**src/rtl/vmr_pkg.sv**
```systemverilog
// Shared widths, codes and the controller state type of the vibration magnitude RMS core.
// No dependencies; compiled first.
`timescale 1ns / 1ps

package vmr_pkg;

    // Field widths
    localparam int ACCEL_W    = 16;
    localparam int OFFSET_W   = 20;
    localparam int MAG_W      = 21;
    localparam int DIFF_W     = 21;
    localparam int ENERGY_W   = 42;
    localparam int SUM_W      = 46;

    // Digit-serial square root: two radicand bits per step
    localparam int RAD_W      = 46;
    localparam int ROOT_W     = RAD_W / 2;

    // Digit-serial squaring: four multiplier bits per step
    localparam int DIGIT_W    = 4;
    localparam int MUL_STEPS  = (DIFF_W + DIGIT_W - 1) / DIGIT_W;
    localparam int MUL_W      = MUL_STEPS * DIGIT_W;
    localparam int ACC_W      = DIFF_W + MUL_W;

    localparam int STEP_W     = 6;

    // Configuration port
    localparam int CFG_IDX_W  = 2;
    localparam int CFG_DATA_W = 21;

    localparam logic [CFG_IDX_W-1:0] CFG_OFFSET_X    = 2'd0;
    localparam logic [CFG_IDX_W-1:0] CFG_OFFSET_Y    = 2'd1;
    localparam logic [CFG_IDX_W-1:0] CFG_OFFSET_Z    = 2'd2;
    localparam logic [CFG_IDX_W-1:0] CFG_NOISE_FLOOR = 2'd3;

    localparam logic [MAG_W-1:0] NOISE_FLOOR_RESET = 21'd123;

    localparam int WINDOW_DEFAULT = 16;

    typedef enum logic [3:0] {
        ST_IDLE,
        ST_SQ,
        ST_ACC,
        ST_ROOT,
        ST_GATE,
        ST_MSQ,
        ST_SUM,
        ST_DIV,
        ST_DONE
    } state_t;

endpackage

```
**src/rtl/vmr_sample_if.sv**
```systemverilog
// Sample channel: one 3-axis accelerometer sample per transfer.
// Depends on vmr_pkg for the field widths.
`timescale 1ns / 1ps

interface vmr_sample_if;
    logic                                valid;
    logic                                ready;
    logic signed [vmr_pkg::ACCEL_W-1:0]  accel_x;
    logic signed [vmr_pkg::ACCEL_W-1:0]  accel_y;
    logic signed [vmr_pkg::ACCEL_W-1:0]  accel_z;

    modport source (output valid, output accel_x, output accel_y, output accel_z, input ready);
    modport sink   (input valid, input accel_x, input accel_y, input accel_z, output ready);
endinterface

```
**src/rtl/vmr_result_if.sv**
```systemverilog
// Result channel: gated magnitude and window RMS, one transfer per sample.
// Depends on vmr_pkg for the field widths.
`timescale 1ns / 1ps

interface vmr_result_if;
    logic                        valid;
    logic                        ready;
    logic [vmr_pkg::MAG_W-1:0]   magnitude;
    logic                        window_done;
    logic [vmr_pkg::MAG_W-1:0]   window_rms;

    modport source (output valid, output magnitude, output window_done, output window_rms,
                    input ready);
    modport sink   (input valid, input magnitude, input window_done, input window_rms,
                    output ready);
endinterface

```
**src/rtl/vibration_magnitude_rms_core.sv**
```systemverilog
// Top level of the vibration magnitude RMS core: digit-serial squaring, root and division.
// Depends on vmr_pkg, vmr_sample_if and vmr_result_if.
`timescale 1ns / 1ps

//  channel     dir   handshake      payload
//  sample_ch   in    valid/ready    accel_x, accel_y, accel_z (16 bit signed)
//  result_ch   out   valid/ready    magnitude (21), window_done (1), window_rms (21)
//  cfg         in    cfg_we         cfg_index (2), cfg_data (21)
//
//  One sample at a time; the pace is set by the serial squarer (4 bits a step) and the
//  23-step square root. The sample that closes a window adds 46 division steps and a
//  second 23-step root. Results sit in an output register, so the next sample is taken
//  while the previous result waits; a stalled output holds the controller in its last
//  state only once a second result is ready. Reset clears the sum, the counter and
//  the registers to their defaults at once; no clearing pass.

module vibration_magnitude_rms_core #(
    parameter int WINDOW = vmr_pkg::WINDOW_DEFAULT
) (
    input  logic                               clk,
    input  logic                               rst_n,
    input  logic                               cfg_we,
    input  logic [vmr_pkg::CFG_IDX_W-1:0]      cfg_index,
    input  logic [vmr_pkg::CFG_DATA_W-1:0]     cfg_data,
    vmr_sample_if.sink                         sample_ch,
    vmr_result_if.source                       result_ch
);

    localparam int CNT_W = $clog2(WINDOW);
    localparam int REM_W = $clog2(WINDOW) + 1;

    localparam int DIFF_W   = vmr_pkg::DIFF_W;
    localparam int ACC_W    = vmr_pkg::ACC_W;
    localparam int MUL_W    = vmr_pkg::MUL_W;
    localparam int DIGIT_W  = vmr_pkg::DIGIT_W;
    localparam int ROOT_W   = vmr_pkg::ROOT_W;
    localparam int RAD_W    = vmr_pkg::RAD_W;
    localparam int SUM_W    = vmr_pkg::SUM_W;
    localparam int MAG_W    = vmr_pkg::MAG_W;
    localparam int ENERGY_W = vmr_pkg::ENERGY_W;
    localparam int STEP_W   = vmr_pkg::STEP_W;
    localparam int OFFSET_W = vmr_pkg::OFFSET_W;
    localparam int ACCEL_W  = vmr_pkg::ACCEL_W;

    // Offset-corrected absolute difference of one axis: sample * 16 - offset.
    function automatic logic [DIFF_W-1:0] abs_diff(
        input logic [ACCEL_W-1:0]  s,
        input logic [OFFSET_W-1:0] o
    );
        logic [DIFF_W-1:0] d;
        d = {s[ACCEL_W-1], s, 4'b0000} - {o[OFFSET_W-1], o};
        return d[DIFF_W-1] ? (~d + DIFF_W'(1)) : d;
    endfunction

    // ------------------------------------------------------------------
    // Configuration registers
    // ------------------------------------------------------------------
    logic [OFFSET_W-1:0] offx_reg, offy_reg, offz_reg;
    logic [MAG_W-1:0]    floor_reg;

    always_ff @(posedge clk or negedge rst_n)
    begin
        if (!rst_n)
        begin
            offx_reg  <= '0;
            offy_reg  <= '0;
            offz_reg  <= '0;
            floor_reg <= vmr_pkg::NOISE_FLOOR_RESET;
        end
        else if (cfg_we)
        begin
            unique case (cfg_index)
                vmr_pkg::CFG_OFFSET_X:    offx_reg  <= cfg_data[OFFSET_W-1:0];
                vmr_pkg::CFG_OFFSET_Y:    offy_reg  <= cfg_data[OFFSET_W-1:0];
                vmr_pkg::CFG_OFFSET_Z:    offz_reg  <= cfg_data[OFFSET_W-1:0];
                vmr_pkg::CFG_NOISE_FLOOR: floor_reg <= cfg_data[MAG_W-1:0];
                default:                  floor_reg <= floor_reg;
            endcase
        end
    end

    // ------------------------------------------------------------------
    // Controller and datapath registers
    // ------------------------------------------------------------------
    vmr_pkg::state_t state_reg, state_next;

    logic [STEP_W-1:0]   step_reg, step_next;
    logic [1:0]          axis_reg, axis_next;
    logic [ACCEL_W-1:0]  sy_reg, sy_next, sz_reg, sz_next;
    logic [DIFF_W-1:0]   mcand_reg, mcand_next;
    logic [ACC_W-1:0]    acc_reg, acc_next;
    logic [ENERGY_W-1:0] energy_reg, energy_next;
    logic [RAD_W-1:0]    rad_reg, rad_next;
    logic [ROOT_W-1:0]   rem_reg, rem_next;
    logic [ROOT_W-1:0]   root_reg, root_next;
    logic [MAG_W-1:0]    mag_reg, mag_next;
    logic [MAG_W-1:0]    rms_reg, rms_next;
    logic                win_reg, win_next;
    logic [SUM_W-1:0]    sum_reg, sum_next;
    logic [CNT_W-1:0]    count_reg, count_next;
    logic [SUM_W-1:0]    div_reg, div_next;
    logic [REM_W-2:0]    drem_reg, drem_next;

    logic                out_valid_reg, out_valid_next;
    logic [MAG_W-1:0]    out_mag_reg, out_mag_next;
    logic                out_done_reg, out_done_next;
    logic [MAG_W-1:0]    out_rms_reg, out_rms_next;

    logic                accept;
    logic                out_load;
    logic                mul_last, root_last, div_last, win_close;

    // Serial squarer step: add mcand times the low digit, shift right one digit
    logic [DIFF_W+DIGIT_W-1:0] mul_pp, mul_sum;
    logic [ACC_W-1:0]          mul_acc;

    // Root step: bring in two radicand bits, try to subtract 4*root+1
    logic [ROOT_W+1:0] rt_rem_sh, rt_trial, rt_rem_sub;
    logic              rt_ge;
    logic [ROOT_W-1:0] rt_root;

    // Division step by WINDOW
    logic [REM_W-1:0] dv_sh;
    logic [REM_W-1:0] dv_rem;
    logic             dv_ge;

    logic [SUM_W:0]   sum_wide;
    logic [SUM_W-1:0] sum_sat;
    logic [MAG_W-1:0] mag_gated;

    assign accept    = sample_ch.valid && sample_ch.ready;
    assign out_load  = (state_reg == vmr_pkg::ST_DONE) && (!out_valid_reg || result_ch.ready);
    assign mul_last  = step_reg == STEP_W'(vmr_pkg::MUL_STEPS - 1);
    assign root_last = step_reg == STEP_W'(ROOT_W - 1);
    assign div_last  = step_reg == STEP_W'(SUM_W - 1);
    assign win_close = count_reg == CNT_W'(WINDOW - 1);

    always_comb
    begin
        mul_pp  = {{DIGIT_W{1'b0}}, mcand_reg} * {{DIFF_W{1'b0}}, acc_reg[DIGIT_W-1:0]};
        mul_sum = {{DIGIT_W{1'b0}}, acc_reg[ACC_W-1:MUL_W]} + mul_pp;
        mul_acc = {mul_sum, acc_reg[MUL_W-1:DIGIT_W]};
    end

    always_comb
    begin
        rt_rem_sh  = {rem_reg, rad_reg[RAD_W-1:RAD_W-2]};
        rt_trial   = {1'b0, root_reg[ROOT_W-2:0], 2'b01};
        rt_ge      = rt_rem_sh >= rt_trial;
        rt_rem_sub = rt_rem_sh - rt_trial;
        rt_root    = {root_reg[ROOT_W-2:0], rt_ge};
    end

    always_comb
    begin
        dv_sh  = {drem_reg, div_reg[SUM_W-1]};
        dv_ge  = dv_sh >= REM_W'(WINDOW);
        dv_rem = dv_ge ? (dv_sh - REM_W'(WINDOW)) : dv_sh;
    end

    always_comb
    begin
        sum_wide  = {1'b0, sum_reg} + {{(SUM_W + 1 - ENERGY_W){1'b0}}, acc_reg[ENERGY_W-1:0]};
        sum_sat   = sum_wide[SUM_W] ? {SUM_W{1'b1}} : sum_wide[SUM_W-1:0];
        mag_gated = (mag_reg < floor_reg) ? '0 : mag_reg;
    end

    // Next state
    always_comb
    begin
        state_next = state_reg;
        unique case (state_reg)
            vmr_pkg::ST_IDLE: if (accept) state_next = vmr_pkg::ST_SQ;
            vmr_pkg::ST_SQ:   if (mul_last) state_next = vmr_pkg::ST_ACC;
            vmr_pkg::ST_ACC:  state_next = (axis_reg == 2'd2) ? vmr_pkg::ST_ROOT
                                                               : vmr_pkg::ST_SQ;
            vmr_pkg::ST_ROOT:
            begin
                if (root_last) state_next = win_reg ? vmr_pkg::ST_DONE : vmr_pkg::ST_GATE;
            end
            vmr_pkg::ST_GATE: state_next = vmr_pkg::ST_MSQ;
            vmr_pkg::ST_MSQ:  if (mul_last) state_next = vmr_pkg::ST_SUM;
            vmr_pkg::ST_SUM:  state_next = win_close ? vmr_pkg::ST_DIV : vmr_pkg::ST_DONE;
            vmr_pkg::ST_DIV:  if (div_last) state_next = vmr_pkg::ST_ROOT;
            vmr_pkg::ST_DONE: if (out_load) state_next = vmr_pkg::ST_IDLE;
            default:          state_next = vmr_pkg::ST_IDLE;
        endcase
    end

    // Datapath and outputs
    always_comb
    begin
        step_next   = step_reg + STEP_W'(1);
        axis_next   = axis_reg;
        sy_next     = sy_reg;
        sz_next     = sz_reg;
        mcand_next  = mcand_reg;
        acc_next    = acc_reg;
        energy_next = energy_reg;
        rad_next    = rad_reg;
        rem_next    = rem_reg;
        root_next   = root_reg;
        mag_next    = mag_reg;
        rms_next    = rms_reg;
        win_next    = win_reg;
        sum_next    = sum_reg;
        count_next  = count_reg;
        div_next    = div_reg;
        drem_next   = drem_reg;

        unique case (state_reg) inside
            vmr_pkg::ST_IDLE:
            begin
                // Load x straight from the port; hold y and z for later
                step_next   = '0;
                axis_next   = 2'd0;
                sy_next     = sample_ch.accel_y;
                sz_next     = sample_ch.accel_z;
                mcand_next  = abs_diff(sample_ch.accel_x, offx_reg);
                acc_next    = ACC_W'(abs_diff(sample_ch.accel_x, offx_reg));
                energy_next = '0;
                win_next    = 1'b0;
                rms_next    = '0;
            end
            vmr_pkg::ST_SQ, vmr_pkg::ST_MSQ:
            begin
                acc_next = mul_acc;
            end
            vmr_pkg::ST_ACC:
            begin
                energy_next = energy_reg + acc_reg[ENERGY_W-1:0];
                step_next   = '0;
                axis_next   = axis_reg + 2'd1;
                if (axis_reg == 2'd0)
                begin
                    mcand_next = abs_diff(sy_reg, offy_reg);
                    acc_next   = ACC_W'(abs_diff(sy_reg, offy_reg));
                end
                else
                begin
                    mcand_next = abs_diff(sz_reg, offz_reg);
                    acc_next   = ACC_W'(abs_diff(sz_reg, offz_reg));
                end
                rad_next  = RAD_W'(energy_reg + acc_reg[ENERGY_W-1:0]);
                rem_next  = '0;
                root_next = '0;
            end
            vmr_pkg::ST_ROOT:
            begin
                rad_next  = {rad_reg[RAD_W-3:0], 2'b00};
                rem_next  = rt_ge ? rt_rem_sub[ROOT_W-1:0] : rt_rem_sh[ROOT_W-1:0];
                root_next = rt_root;
                if (root_last)
                begin
                    if (win_reg)
                        rms_next = rt_root[MAG_W-1:0];
                    else
                        mag_next = rt_root[MAG_W-1:0];
                end
            end
            vmr_pkg::ST_GATE:
            begin
                step_next  = '0;
                mag_next   = mag_gated;
                mcand_next = mag_gated;
                acc_next   = ACC_W'(mag_gated);
            end
            vmr_pkg::ST_SUM:
            begin
                step_next = '0;
                if (win_close)
                begin
                    // Hand the closed window to the divider and start a fresh one
                    win_next   = 1'b1;
                    div_next   = sum_sat;
                    drem_next  = '0;
                    sum_next   = '0;
                    count_next = '0;
                end
                else
                begin
                    sum_next   = sum_sat;
                    count_next = count_reg + CNT_W'(1);
                end
            end
            vmr_pkg::ST_DIV:
            begin
                div_next  = {div_reg[SUM_W-2:0], dv_ge};
                drem_next = dv_rem[REM_W-2:0];
                if (div_last)
                begin
                    step_next = '0;
                    rad_next  = {div_reg[SUM_W-2:0], dv_ge};
                    rem_next  = '0;
                    root_next = '0;
                end
            end
            vmr_pkg::ST_DONE:
            begin
                step_next = step_reg;
            end
            default:
            begin
                step_next = step_reg;
            end
        endcase
    end

    // Output register: load on completion, drop once transferred
    always_comb
    begin
        out_mag_next  = out_mag_reg;
        out_done_next = out_done_reg;
        out_rms_next  = out_rms_reg;
        if (out_load)
        begin
            out_valid_next = 1'b1;
            out_mag_next   = mag_reg;
            out_done_next  = win_reg;
            out_rms_next   = rms_reg;
        end
        else if (result_ch.ready)
            out_valid_next = 1'b0;
        else
            out_valid_next = out_valid_reg;
    end

    assign sample_ch.ready       = state_reg == vmr_pkg::ST_IDLE;
    assign result_ch.valid       = out_valid_reg;
    assign result_ch.magnitude   = out_mag_reg;
    assign result_ch.window_done = out_done_reg;
    assign result_ch.window_rms  = out_rms_reg;

    // Control state: cleared by reset
    always_ff @(posedge clk or negedge rst_n)
    begin
        if (!rst_n)
        begin
            state_reg     <= vmr_pkg::ST_IDLE;
            out_valid_reg <= 1'b0;
            sum_reg       <= '0;
            count_reg     <= '0;
            win_reg       <= 1'b0;
        end
        else
        begin
            state_reg     <= state_next;
            out_valid_reg <= out_valid_next;
            sum_reg       <= sum_next;
            count_reg     <= count_next;
            win_reg       <= win_next;
        end
    end

    // Payload: no reset needed
    always_ff @(posedge clk)
    begin
        step_reg     <= step_next;
        axis_reg     <= axis_next;
        sy_reg       <= sy_next;
        sz_reg       <= sz_next;
        mcand_reg    <= mcand_next;
        acc_reg      <= acc_next;
        energy_reg   <= energy_next;
        rad_reg      <= rad_next;
        rem_reg      <= rem_next;
        root_reg     <= root_next;
        mag_reg      <= mag_next;
        rms_reg      <= rms_next;
        div_reg      <= div_next;
        drem_reg     <= drem_next;
        out_mag_reg  <= out_mag_next;
        out_done_reg <= out_done_next;
        out_rms_reg  <= out_rms_next;
    end

endmodule

```
**src/flat_wrapper.sv**
```systemverilog
// flat-port wrapper written by rule: the top's interface ports become plain ports
module vibration_magnitude_rms_core_flat 
#(
    parameter int WINDOW = vmr_pkg::WINDOW_DEFAULT
)
  (clk, rst_n, cfg_we, cfg_index, cfg_data, sample_ch_valid, sample_ch_accel_x, sample_ch_accel_y, sample_ch_accel_z, sample_ch_ready, result_ch_valid, result_ch_magnitude, result_ch_window_done, result_ch_window_rms, result_ch_ready);
  vmr_sample_if sample_ch_i ();
  vmr_result_if result_ch_i ();
  input  logic clk;
  input  logic rst_n;
  input  logic cfg_we;
  input  logic [vmr_pkg::CFG_IDX_W-1:0] cfg_index;
  input  logic [vmr_pkg::CFG_DATA_W-1:0] cfg_data;
  input wire logic [$bits(sample_ch_i.valid)-1:0] sample_ch_valid;
  input wire logic [$bits(sample_ch_i.accel_x)-1:0] sample_ch_accel_x;
  input wire logic [$bits(sample_ch_i.accel_y)-1:0] sample_ch_accel_y;
  input wire logic [$bits(sample_ch_i.accel_z)-1:0] sample_ch_accel_z;
  output wire logic [$bits(sample_ch_i.ready)-1:0] sample_ch_ready;
  output wire logic [$bits(result_ch_i.valid)-1:0] result_ch_valid;
  output wire logic [$bits(result_ch_i.magnitude)-1:0] result_ch_magnitude;
  output wire logic [$bits(result_ch_i.window_done)-1:0] result_ch_window_done;
  output wire logic [$bits(result_ch_i.window_rms)-1:0] result_ch_window_rms;
  input wire logic [$bits(result_ch_i.ready)-1:0] result_ch_ready;
  assign sample_ch_i.valid = sample_ch_valid;
  assign sample_ch_i.accel_x = sample_ch_accel_x;
  assign sample_ch_i.accel_y = sample_ch_accel_y;
  assign sample_ch_i.accel_z = sample_ch_accel_z;
  assign sample_ch_ready = sample_ch_i.ready;
  assign result_ch_valid = result_ch_i.valid;
  assign result_ch_magnitude = result_ch_i.magnitude;
  assign result_ch_window_done = result_ch_i.window_done;
  assign result_ch_window_rms = result_ch_i.window_rms;
  assign result_ch_i.ready = result_ch_ready;
  vibration_magnitude_rms_core #(.WINDOW(WINDOW)) u_core (.clk(clk), .rst_n(rst_n), .cfg_we(cfg_we), .cfg_index(cfg_index), .cfg_data(cfg_data), .sample_ch(sample_ch_i), .result_ch(result_ch_i));
endmodule
```
**config.mk**
```make
export PLATFORM = sky130hd
export DESIGN_NAME = vibration_magnitude_rms_core_flat
export DESIGN_NICKNAME = d
export VERILOG_FILES = /design/src/rtl/vmr_pkg.sv /design/src/rtl/vmr_sample_if.sv /design/src/rtl/vmr_result_if.sv /design/src/rtl/vibration_magnitude_rms_core.sv /design/src/flat_wrapper.sv
export SDC_FILE = /design/constraint.sdc
export NUM_CORES = 1
export LEC_CHECK = 0
export BUFFER_PORTS_ARGS = -buffer_cell sky130_fd_sc_hd__buf_2
export CAP_MARGIN = 10
export CORE_ASPECT_RATIO = 0.6
export CORE_MARGIN = 4
export CORE_UTILIZATION = 45
export DETAILED_ROUTE_END_ITERATION = 10
export HOLD_SLACK_MARGIN = 0.05
export PLACE_DENSITY_LB_ADDON = 0.3
export SLEW_MARGIN = 15
export SYNTH_ARGS = -nofsm -noshare
export SYNTH_HDL_FRONTEND = slang
export SYNTH_SLANG_ARGS = --single-unit
export TNS_END_PERCENT = 100
```
**constraint.sdc**
```tcl
create_clock -name clk -period 29.5 [get_ports clk]
set_input_delay 4.425 -clock clk [delete_from_list [all_inputs] [get_ports clk]]
set_output_delay 4.425 -clock clk [all_outputs]
set_load 0.01 [all_outputs]
```
Yosys cells after proc, flatten, opt, wreduce, memory -nomap -nowiden

Cells that the tools add are included.

Memories: 0
Flip-flop bits (word level): 511
Output and inout port bits: 45
Bits in read-only memories: 0
Bits in latches: 0
Input bits: 76
RAM bits: 0

Bitwise gates (word level): 3
Add/subtract/negate cells: 15
Reductions and logical operators: 30
Multiplexer cells: 46
Shift-type cells: 0
Divide/modulo/power cells: 0
Multiply operators: 1
$lt $le $gt $ge: 3
Equality and inequality tests: 25

Operator list:

| kind                                          | count |
|---|---|
| two-way mux 21 bit                            | 10 |
| two-way mux 46 bit                            | 4 |
| case mux 45 bit (4 select lines)              | 1 |
| case mux 46 bit (3 select lines)              | 1 |
| case mux 46 bit (2 select lines)              | 1 |
| case mux 21 bit (2 select lines)              | 2 |
| case mux 42 bit (2 select lines)              | 1 |
| case mux 23 bit (3 select lines)              | 1 |
| case mux 22 bit (3 select lines)              | 1 |
| adder 21 x 1 -> 21 bit, second input constant | 3 |
| NOT 21 bit                                    | 3 |
| case mux 21 bit (3 select lines)              | 1 |
| subtractor 20 x 20 -> 21 bit                  | 3 |
| adder 46 x 42 -> 47 bit                       | 1 |
| two-way mux 23 bit                            | 2 |
| two-way mux 4 bit                             | 11 |
| adder 42 x 42 -> 43 bit                       | 1 |
| adder 42 bit                                  | 1 |
| case mux 4 bit (9 select lines)               | 1 |
| adder 21 x 25 -> 25 bit                       | 1 |
| >= comparator 25 x 24 -> 1 bit                | 1 |
| multiplier 21 x 4 -> 25 bit                   | 1 |
| subtractor 23 bit                             | 1 |
| < comparator 21 bit                           | 1 |
| other kinds (37)                              | 69 |

Logic depth before layout (Yosys ltp)

Gate-level depths: netlist of the first run.

Depth after elaboration: 6
Gate-level depth with buffers: 20

Least setup slack after synthesis of the first run

OpenSTA, ideal clock, no wires.

Path kind: reg2reg
From: register u_core.state_reg[3]
To: register u_core.rad_reg[0] (enable)
Slack: 19.461 ns
Library setup time: 0.571 ns
Cell stages (with the launch flop): 6
Buffers on the path: 2
Data arrival time: 9.469 ns
Cell sequence: dfrtp_1 > clkbuf_1 > nor3_1 > nand2_1 > clkbuf_1 > a21oi_1

Longest elaborated chain between the ends: 3

Ends and longest elaborated chain:

| what                                                                                          | RTL line                            | source |
|---|---|---|
| start, declared                                                                               | vibration_magnitude_rms_core.sv:85  | `vmr_pkg::state_t state_reg, state_next;` |
| start signal, assigned                                                                        | vibration_magnitude_rms_core.sv:339 | `state_reg <= vmr_pkg::ST_IDLE;` |
| start signal, assigned                                                                        | vibration_magnitude_rms_core.sv:347 | `state_reg <= state_next;` |
| equality test 4 x 3 -> 1 bit (no line) / equality test 4 x 2 -> 1 bit (equally long branches) | -                                   |  |
| != test 2 x 1 -> 1 bit (no line) / nonzero test 3 bit (equally long branches)                 | -                                   |  |
| AND reduction 2 bit (no line) (*)                                                             | -                                   |  |
| end signal, assigned                                                                          | vibration_magnitude_rms_core.sv:365 | `rad_reg <= rad_next;` |
| end, declared                                                                                 | vibration_magnitude_rms_core.sv:93  | `logic [RAD_W-1:0] rad_reg, rad_next;` |

Mark *: on every way between the ends. The rest lies on a longest branch, timed or not.
A chain may end at the register's enable or synchronous reset.

Worst setup path after layout of the first run

From: input sample_ch_accel_x[0]
To: register u_core.acc_reg[16] (data pin)

Longest elaborated chain between the ends: 5

Ends and longest elaborated chain:

| what                                 | RTL line                            | source |
|---|---|---|
| start, declared                      | flat_wrapper.sv:15                  | `input wire logic [$bits(sample_ch_i.accel_x)-1:0] sample_ch_accel_x;` |
| subtractor 20 x 20 -> 21 bit (*)     | vibration_magnitude_rms_core.sv:51  | `d = {s[ACCEL_W-1], s, 4'b0000} - {o[OFFSET_W-1], o};` |
| NOT 21 bit                           | vibration_magnitude_rms_core.sv:52  | `return d[DIFF_W-1] ? (~d + DIFF_W'(1)) : d;` |
| adder 21 x 1 -> 21 bit               | vibration_magnitude_rms_core.sv:52  |  |
| two-way mux 21 bit (*)               | vibration_magnitude_rms_core.sv:52  |  |
| case mux 45 bit (4 select lines) (*) | vibration_magnitude_rms_core.sv:211 | `unique case (state_reg) inside` |
| via u_core.acc_next[16]              | vibration_magnitude_rms_core.sv:91  | `logic [ACC_W-1:0] acc_reg, acc_next;` |
| end signal, assigned                 | vibration_magnitude_rms_core.sv:363 | `acc_reg <= acc_next;` |
| end, declared                        | vibration_magnitude_rms_core.sv:91  |  |

Mark *: on every way through the listed nets, which the timed path passes. The rest lies on a longest branch.

==> results.yml, run 1 <==
finish:
  final_cells: 4487
  final_area_sq_mm: 0.03690
  drive_gt1_frac: 0.1049
  layout.nets: 3815
  n_fill_cell: 6744
  seq_area_sq_mm: 0.01467
  syn2layout_area_growth_pct: 10.37
  multi_input_area_sq_mm: 0.01740
die:
  rows: 77
  fp.dieW_um: 359.9
  die_h_um: 219.1
  core-area_sq_mm: 0.07361
  start_util: 0.4542
  ioPinCount: 121
  dieArea_sq_mm: 0.07887
sta:
  rsz0062_at_grt: "no"
  worst-slew-pin-transition_ns: 1.196
  period_needed_ns: 7.353
  slew_headroom: 0.2006
  final.period_utilization: 0.2492
  fmax_mhz: 136.0
  slew_viol_final: 0
  hold_viol_final: 0
  setup_viol: 0
  fin_tns_setup_ns: 0
  finClkSkew_ns: 0.01902
drt:
  drc_errors: 0
  wl_um: 97670
  num_vias: 26100
  vias_per_cell: 5.817
  drtIter0Drc: 2989
  drt_first_pass_iters: 10
  antenna_left: 0
  wl_per_cell_um: 21.77
critical_path:
  timing.critical_path.mode_cell: "xnor2_1"
  rr_endpoint: "u_core.acc_reg[42]"
  critPathKind: "in2reg"
  crit_slowest_cell: "nor4b_2"
  worstPathBufferInverterCount: 1
  crit_chain: "buf_2 > ha_1 > nor4bb_1 > o22ai_1 > o21ai_1 > xnor2_1 > nand4b_1 > nor4b_2 > nand4_1 > nor2b_1 > xnor2_1 > a221o_1"
  crit_path_end_kind: "register"
  start_kind: "input port"
  cp.arrival_ns: 7.72
  worstReg2RegStart: "u_core.acc_reg[1]"
  ff2ff_setup_slack_ns: 23.40
  crit_required_ns: 29.87
  cp_top_family: "simple AND/OR/NAND/NOR gates"
  r2r_cells: 17
  path_max_fanout: 7
  critPathMaxStageDelay_ns: 0.43
yosys:
  synthCells: 3384
  synth-async-reset-ratio: 0.2681
  synth_area_sq_mm: 0.03343
  synth_fp_nets: 3740
  yosys_register_bits: 511
  synthTopCellsByCount: "edfxtp_1 (374), nor2_1 (309), nand2_1 (289)"
  yosysTopAreaCell: "edfxtp_1"
  synth_area_leaders: "edfxtp_1 (34%), dfrtp_1 (9.8%), ha_1 (8.2%)"
  synthFlopType: "edfxtp_1"
  ys_seq_area_frac: 0.4387
  synth.top_cell.area_share: 0.3359
  synth_cell_types: 94
  synth-edff-count: 374
  ys.warnings.count: 0
  avgSynthCellArea_sq_um: 9.880
  yosysMostFrequentCell: "edfxtp_1"
global_route:
  gr-usage-all-layers: 0.2403
  grt_pass1_vias: 23390
  antenna_found_initial: 8
  overflow: 0
  grt_pass1_wl_um: 145700
  grt_max_degree: 92
cts:
  cts-resized-gates: 0
  post_cts_buffers: 0
  insertion_delay_ns: 0.62
  cts_max_level: 2
  cts_buffer_depth: 3
  cts_tree: "yes"
  cts_root_buf: "clkbuf_16"
  cts_buffers: 48
  path_clk_slew_ns: 0.07
  cts.sinks: 511
  ctsHoldBuffers: 0
placed_design:
  gp_congestion: 0.9581
  post_dp_cell_area_sq_mm: 0.03515
  place_inst: 4395
  dp_hpwl_um: 72620
  io_buffers: 120
worst_hold_path:
  min_delay_worst_endpoint: "u_core.result_ch.window_rms[13]"
  whs_path_depth: 0
  worstHoldStart: "u_core.rms_reg[13]"
  hold_class: "reg2reg"
run:
  timing.max_cap.violations: 0
outcome:
  status: "completed"
kinds of logic (layout without fill, tap and decap cells):
| family | Yosys count | in the layout | synth area share |
|---|---|---|---|
| and+or+nand+nor | 1037 | 1037 | 0.1509 |
| AOI/OAI and AO/OA | 851 | 851 | 0.1592 |
| DFF | 511 | 511 | 0.4387 |
| buffers and inverters | 393 | 508 | 0.04446 |
| adders and majority gates | 280 | 280 | 0.1183 |
| xor gates and xnor gates | 208 | 208 | 0.05494 |
| muxes | 104 | 104 | 0.03361 |
| other | 0 | 1 | 0 |
cells in the final DEF, fill, tap and decap left out, types with 10 or more instances in the layout:
master,synthesis,final
a211oi_1,36,36
a21o_1,73,73
a21oi_1,239,235
a222oi_1,10,10
a22oi_1,20,20
a31oi_1,40,40
and2_1,104,104
and3_1,34,34
buf_2,6,119
buf_4,1,34
clkbuf_16,0,49
dfrtp_1,131,130
edfxtp_1,374,374
fa_1,60,60
ha_1,220,220
inv_1,263,263
mux2_2,66,66
mux2i_1,38,38
nand2_1,289,288
nand2b_1,35,35
nand3_1,45,43
nand3b_1,10,10
nand4_1,31,31
nor2_1,309,308
nor2b_1,41,41
nor3_1,48,46
nor3b_1,13,11
nor4_1,10,10
o211ai_1,33,33
o21a_1,26,26
o21ai_0,221,220
o21ai_1,14,13
o21bai_1,22,22
o22ai_1,11,11
o31ai_1,19,17
or2_2,14,14
or3_1,18,18
xnor2_1,121,121
xor2_1,85,85
worst max-delay path by stage:
stage | slack [ns] | endpoint | start | cells past startpoint
finish | 22.15 | u_core.acc_reg[16] | sample_ch_accel_x[0] | 12
global route | 21.93 | u_core.acc_reg[16] | sample_ch_accel_x[0] | 12
CTS | 22.22 | u_core.acc_reg[16] | sample_ch_accel_x[0] | 12
detailed placement | 21.56 | u_core.acc_reg[16] | sample_ch_accel_x[0] | 12
global placement | 21.72 | u_core.acc_reg[16] | sample_ch_accel_x[0] | 12
floorplan | 19.46 | u_core.rad_reg[0] | u_core.state_reg[3] | 5
stage by stage:
stage	hold WS, ns	worst slack (ns)	util
after floorplan	0.4003	19.46	-
after global placement	0.4051	21.72	0.4775
after detailed placement	0.4045	21.56	0.4775
after CTS	0.4207	22.22	0.5011
after global routing	0.4276	21.93	0.5013
final	0.4214	22.15	0.5013
cell type report:
type	instances	share of cell area
multi-input combinational	2480	0.4714
sequential	511	0.3975
clock buffer	60	0.03625
tap	987	0.03347
inverter	263	0.02675
timing repair buffer	155	0.02377
clock inverter	30	0.01078
antenna	1	0.00006781
routing by layer:
layer / up-vias / wire (um) / GRT usage
li1: 12260 / - / -
met1: 12720 / 49020 / 0.3921
met2: 1045 / 34850 / 0.2946
met3: 82 / 12750 / 0.09535
met4: 0 / 1046 / 0.03097
met5: - / 0 / 0
Power of run 1 is not shown: default switching activity piles up to over one toggle a cycle in this logic, so the estimate is an artifact.
==> run 2, diff against run 1 <==
--- a/config.mk
+++ b/config.mk
@@ -5,6 +5,7 @@
 export SDC_FILE = /design/constraint.sdc
 export NUM_CORES = 1
 export LEC_CHECK = 0
+export ABC_AREA = 1
 export BUFFER_PORTS_ARGS = -buffer_cell sky130_fd_sc_hd__buf_2
 export CAP_MARGIN = 10
 export CORE_ASPECT_RATIO = 0.6
==> constraint.sdc (replaced) <==
create_clock -name clk -period 6.8 [get_ports clk]
set_input_delay 1.02 -clock clk [delete_from_list [all_inputs] [get_ports clk]]
set_output_delay 1.02 -clock clk [all_outputs]
set_load 0.01 [all_outputs]
==> run 2 against run 1 <==
  * Synthesized cell count rose by 31%
  * Sequential share of layout area fell by 2.1 points
  * Sequential cell count did not move
  * Final cell count rose by 26%
  * Clock-buffer cell count fell by 1
  * Worst setup slack got worse by 20 ns
  * Clock skew rose by 0.023 ns
  * Area after synthesis rose by 5.9%
  * Cell area rose by 5.5%
  * Via count rose by 19%
==> results.yml, run 2 <==
sta:
  fin_ws_ns: 1.792
  worst-slew-pin-transition_ns: 1.040
  period_needed_ns: 5.008
  fmax_mhz: 199.7
  setup_viol: 0
  rsz0062_at_grt: "no"
  finClkSkew_ns: 0.04159
  slew_viol_final: 0
  holdWs_ns: 0.3727
  final.period_utilization: 0.7365
  hold_viol_final: 0
  fin_tns_setup_ns: 0
  slew_headroom: 0.3051
critical_path:
  crit_required_ns: 7.19
  crit_path_end_kind: "register"
  start_kind: "register"
  ff2ff_setup_slack_ns: 1.79
  rr_endpoint: "u_core.acc_reg[37]"
  critPathKind: "reg2reg"
  worstReg2RegStart: "u_core.acc_reg[3]"
  r2r_cells: 17
  path_max_fanout: 23
  cp.arrival_ns: 5.40
die:
  die_h_um: 225.3
  start_util: 0.4558
  rows: 79
  fp.dieW_um: 370.2
  ioPinCount: 121
  dieArea_sq_mm: 0.08339
  core-area_sq_mm: 0.07769
finish:
  final_cells: 5637
  layout.nets: 4894
  drive_gt1_frac: 0.08097
  syn2layout_area_growth_pct: 9.978
  final_common_cell: "nand2_1"
  final_cell_mix: "nand2_1 (1118), inv_1 (673), edfxtp_1 (374)"
outcome:
  status: "completed"
cts:
  insertion_delay_ns: 0.66
  ctsHoldBuffers: 0
  cts_buffers: 52
  cts_tree: "yes"
  path_clk_slew_ns: 0.07
  cts_max_level: 2
  cts-resized-gates: 0
  cts.sinks: 511
  cts_root_buf: "clkbuf_16"
  post_cts_buffers: 0
  cts_buffer_depth: 3
yosys:
  avgSynthCellArea_sq_um: 7.992
  ys_seq_area_frac: 0.4142
  yosysTopAreaCell: "edfxtp_1"
  yosysMostFrequentCell: "nand2_1"
  synth_area_sq_mm: 0.03541
  yosys_register_bits: 511
  synthTopCellsByCount: "nand2_1 (1121), inv_1 (673), edfxtp_1 (374)"
  muxShareOfSynthArea: 0.0002827
  synth_compound_area_frac: 0.1208
  synth_xor_area_frac: 0.02717
  synthAdderAreaFrac: 0.1116
  yosys.area_share.simple: 0.2392
  synthCells: 4431
  synth_area_leaders: "edfxtp_1 (32%), nand2_1 (12%), dfrtp_1 (9.3%)"
  synthFlopType: "edfxtp_1"
  synth_top_family_by_area: "simple AND/OR/NAND/NOR gates"
  synth-edff-count: 374
  synth.top_cell.area_share: 0.3171
  synth-async-reset-ratio: 0.2681
  ys.warnings.count: 0
  synth_cell_types: 66
  synth_fp_nets: 4787
global_route:
  grt_max_degree: 80
  overflow: 0
  grt_pass1_wl_um: 175800
  gr-usage-all-layers: 0.2797
  grt_pass1_vias: 28460
  antenna_found_initial: 5
drt:
  drtIter0Drc: 3889
  antenna_left: 0
  drc_errors: 0
  drt_first_pass_iters: 6
  wl_um: 117800
  wl_per_cell_um: 20.89
  num_vias: 31030
  vias_per_cell: 5.505
placed_design:
  gp_congestion: 0.9852
  io_buffers: 120
  place_ws_ns: 1.873
  dp_hpwl_um: 92660
  place_inst: 5536
run:
  timing.max_cap.violations: 0
worst_hold_path:
  hold_class: "in2async"
[run 2: worst max path at each step]
| stage | from | end | slack (ns) | cells past startpoint |
|---|---|---|---|---|
| floorplan | u_core.state_reg[3] | u_core.rad_reg[0] | 0.45 | 7 |
| global placement | u_core.acc_reg[2] | u_core.acc_reg[37] | 1.94 | 19 |
| detailed placement | u_core.acc_reg[3] | u_core.acc_reg[37] | 1.87 | 17 |
| finish | u_core.acc_reg[3] | u_core.acc_reg[37] | 1.79 | 17 |
| CTS | u_core.acc_reg[3] | u_core.acc_reg[37] | 1.86 | 17 |
| global route | u_core.acc_reg[1] | u_core.acc_reg[37] | 1.25 | 19 |
[run 2: per-stage QoR]
step / util / cell area [sq um]
floorplan: - / 35420
global placement: 0.4785 / 37170
detailed placement: 0.4785 / 37170
CTS: 0.5010 / 38920
global route: 0.5012 / 38940
finish: 0.5013 / 38950
[run 2: kinds of logic (layout without fill, tap and decap cells)]
group,Yosys count,count (layout)
XOR/XNOR,109,109
AND/OR/NAND/NOR,1982,1982
adder cells (fa/ha/maj),280,280
AO/OA/AOI/OAI,763,763
multiplexers,1,1
buffers and inverters,785,936
flip-flops,511,511
other,0,2
[run 2: area by class of cell]
type                            instances  area [sq um]
Clock buffer                           59          1358
Antenna cell                            2         5.005
Tap cell                             1053          1318
Multi-Input combinational cell       3135         17770
Fill cell                            7609         38750
Inverter                              689          2591
Clock inverter                         39         392.9
Sequential cell                       511         14670
Timing Repair Buffer                  149         844.6
[run 2: worst max-delay path, cell delays in order, from the launching register on]
cell and delay [ns]:
edfxtp_1 0.88, nand2_1 0.17, fa_1 0.55, fa_1 0.51, fa_1 0.51, inv_1 0.04
ha_1 0.34, inv_1 0.07, nor3_1 0.37, a21oi_1 0.17, o21bai_1 0.23, a21oi_1 0.14
o21ai_1 0.22, a21boi_0 0.19, o21ai_1 0.19, nand2_1 0.07, nand2_1 0.06, nor2_1 0.05
[run 2: per-layer routing]
layer	wire (um)	GRT usage	vias to the layer above
met2	40840	0.3397	1326
met3	17650	0.1325	100
li1	-	-	14900
met4	1685	0.04472	0
met1	57600	0.4420	14700
met5	0	0	-
Power of run 2 is left out for the same reason.
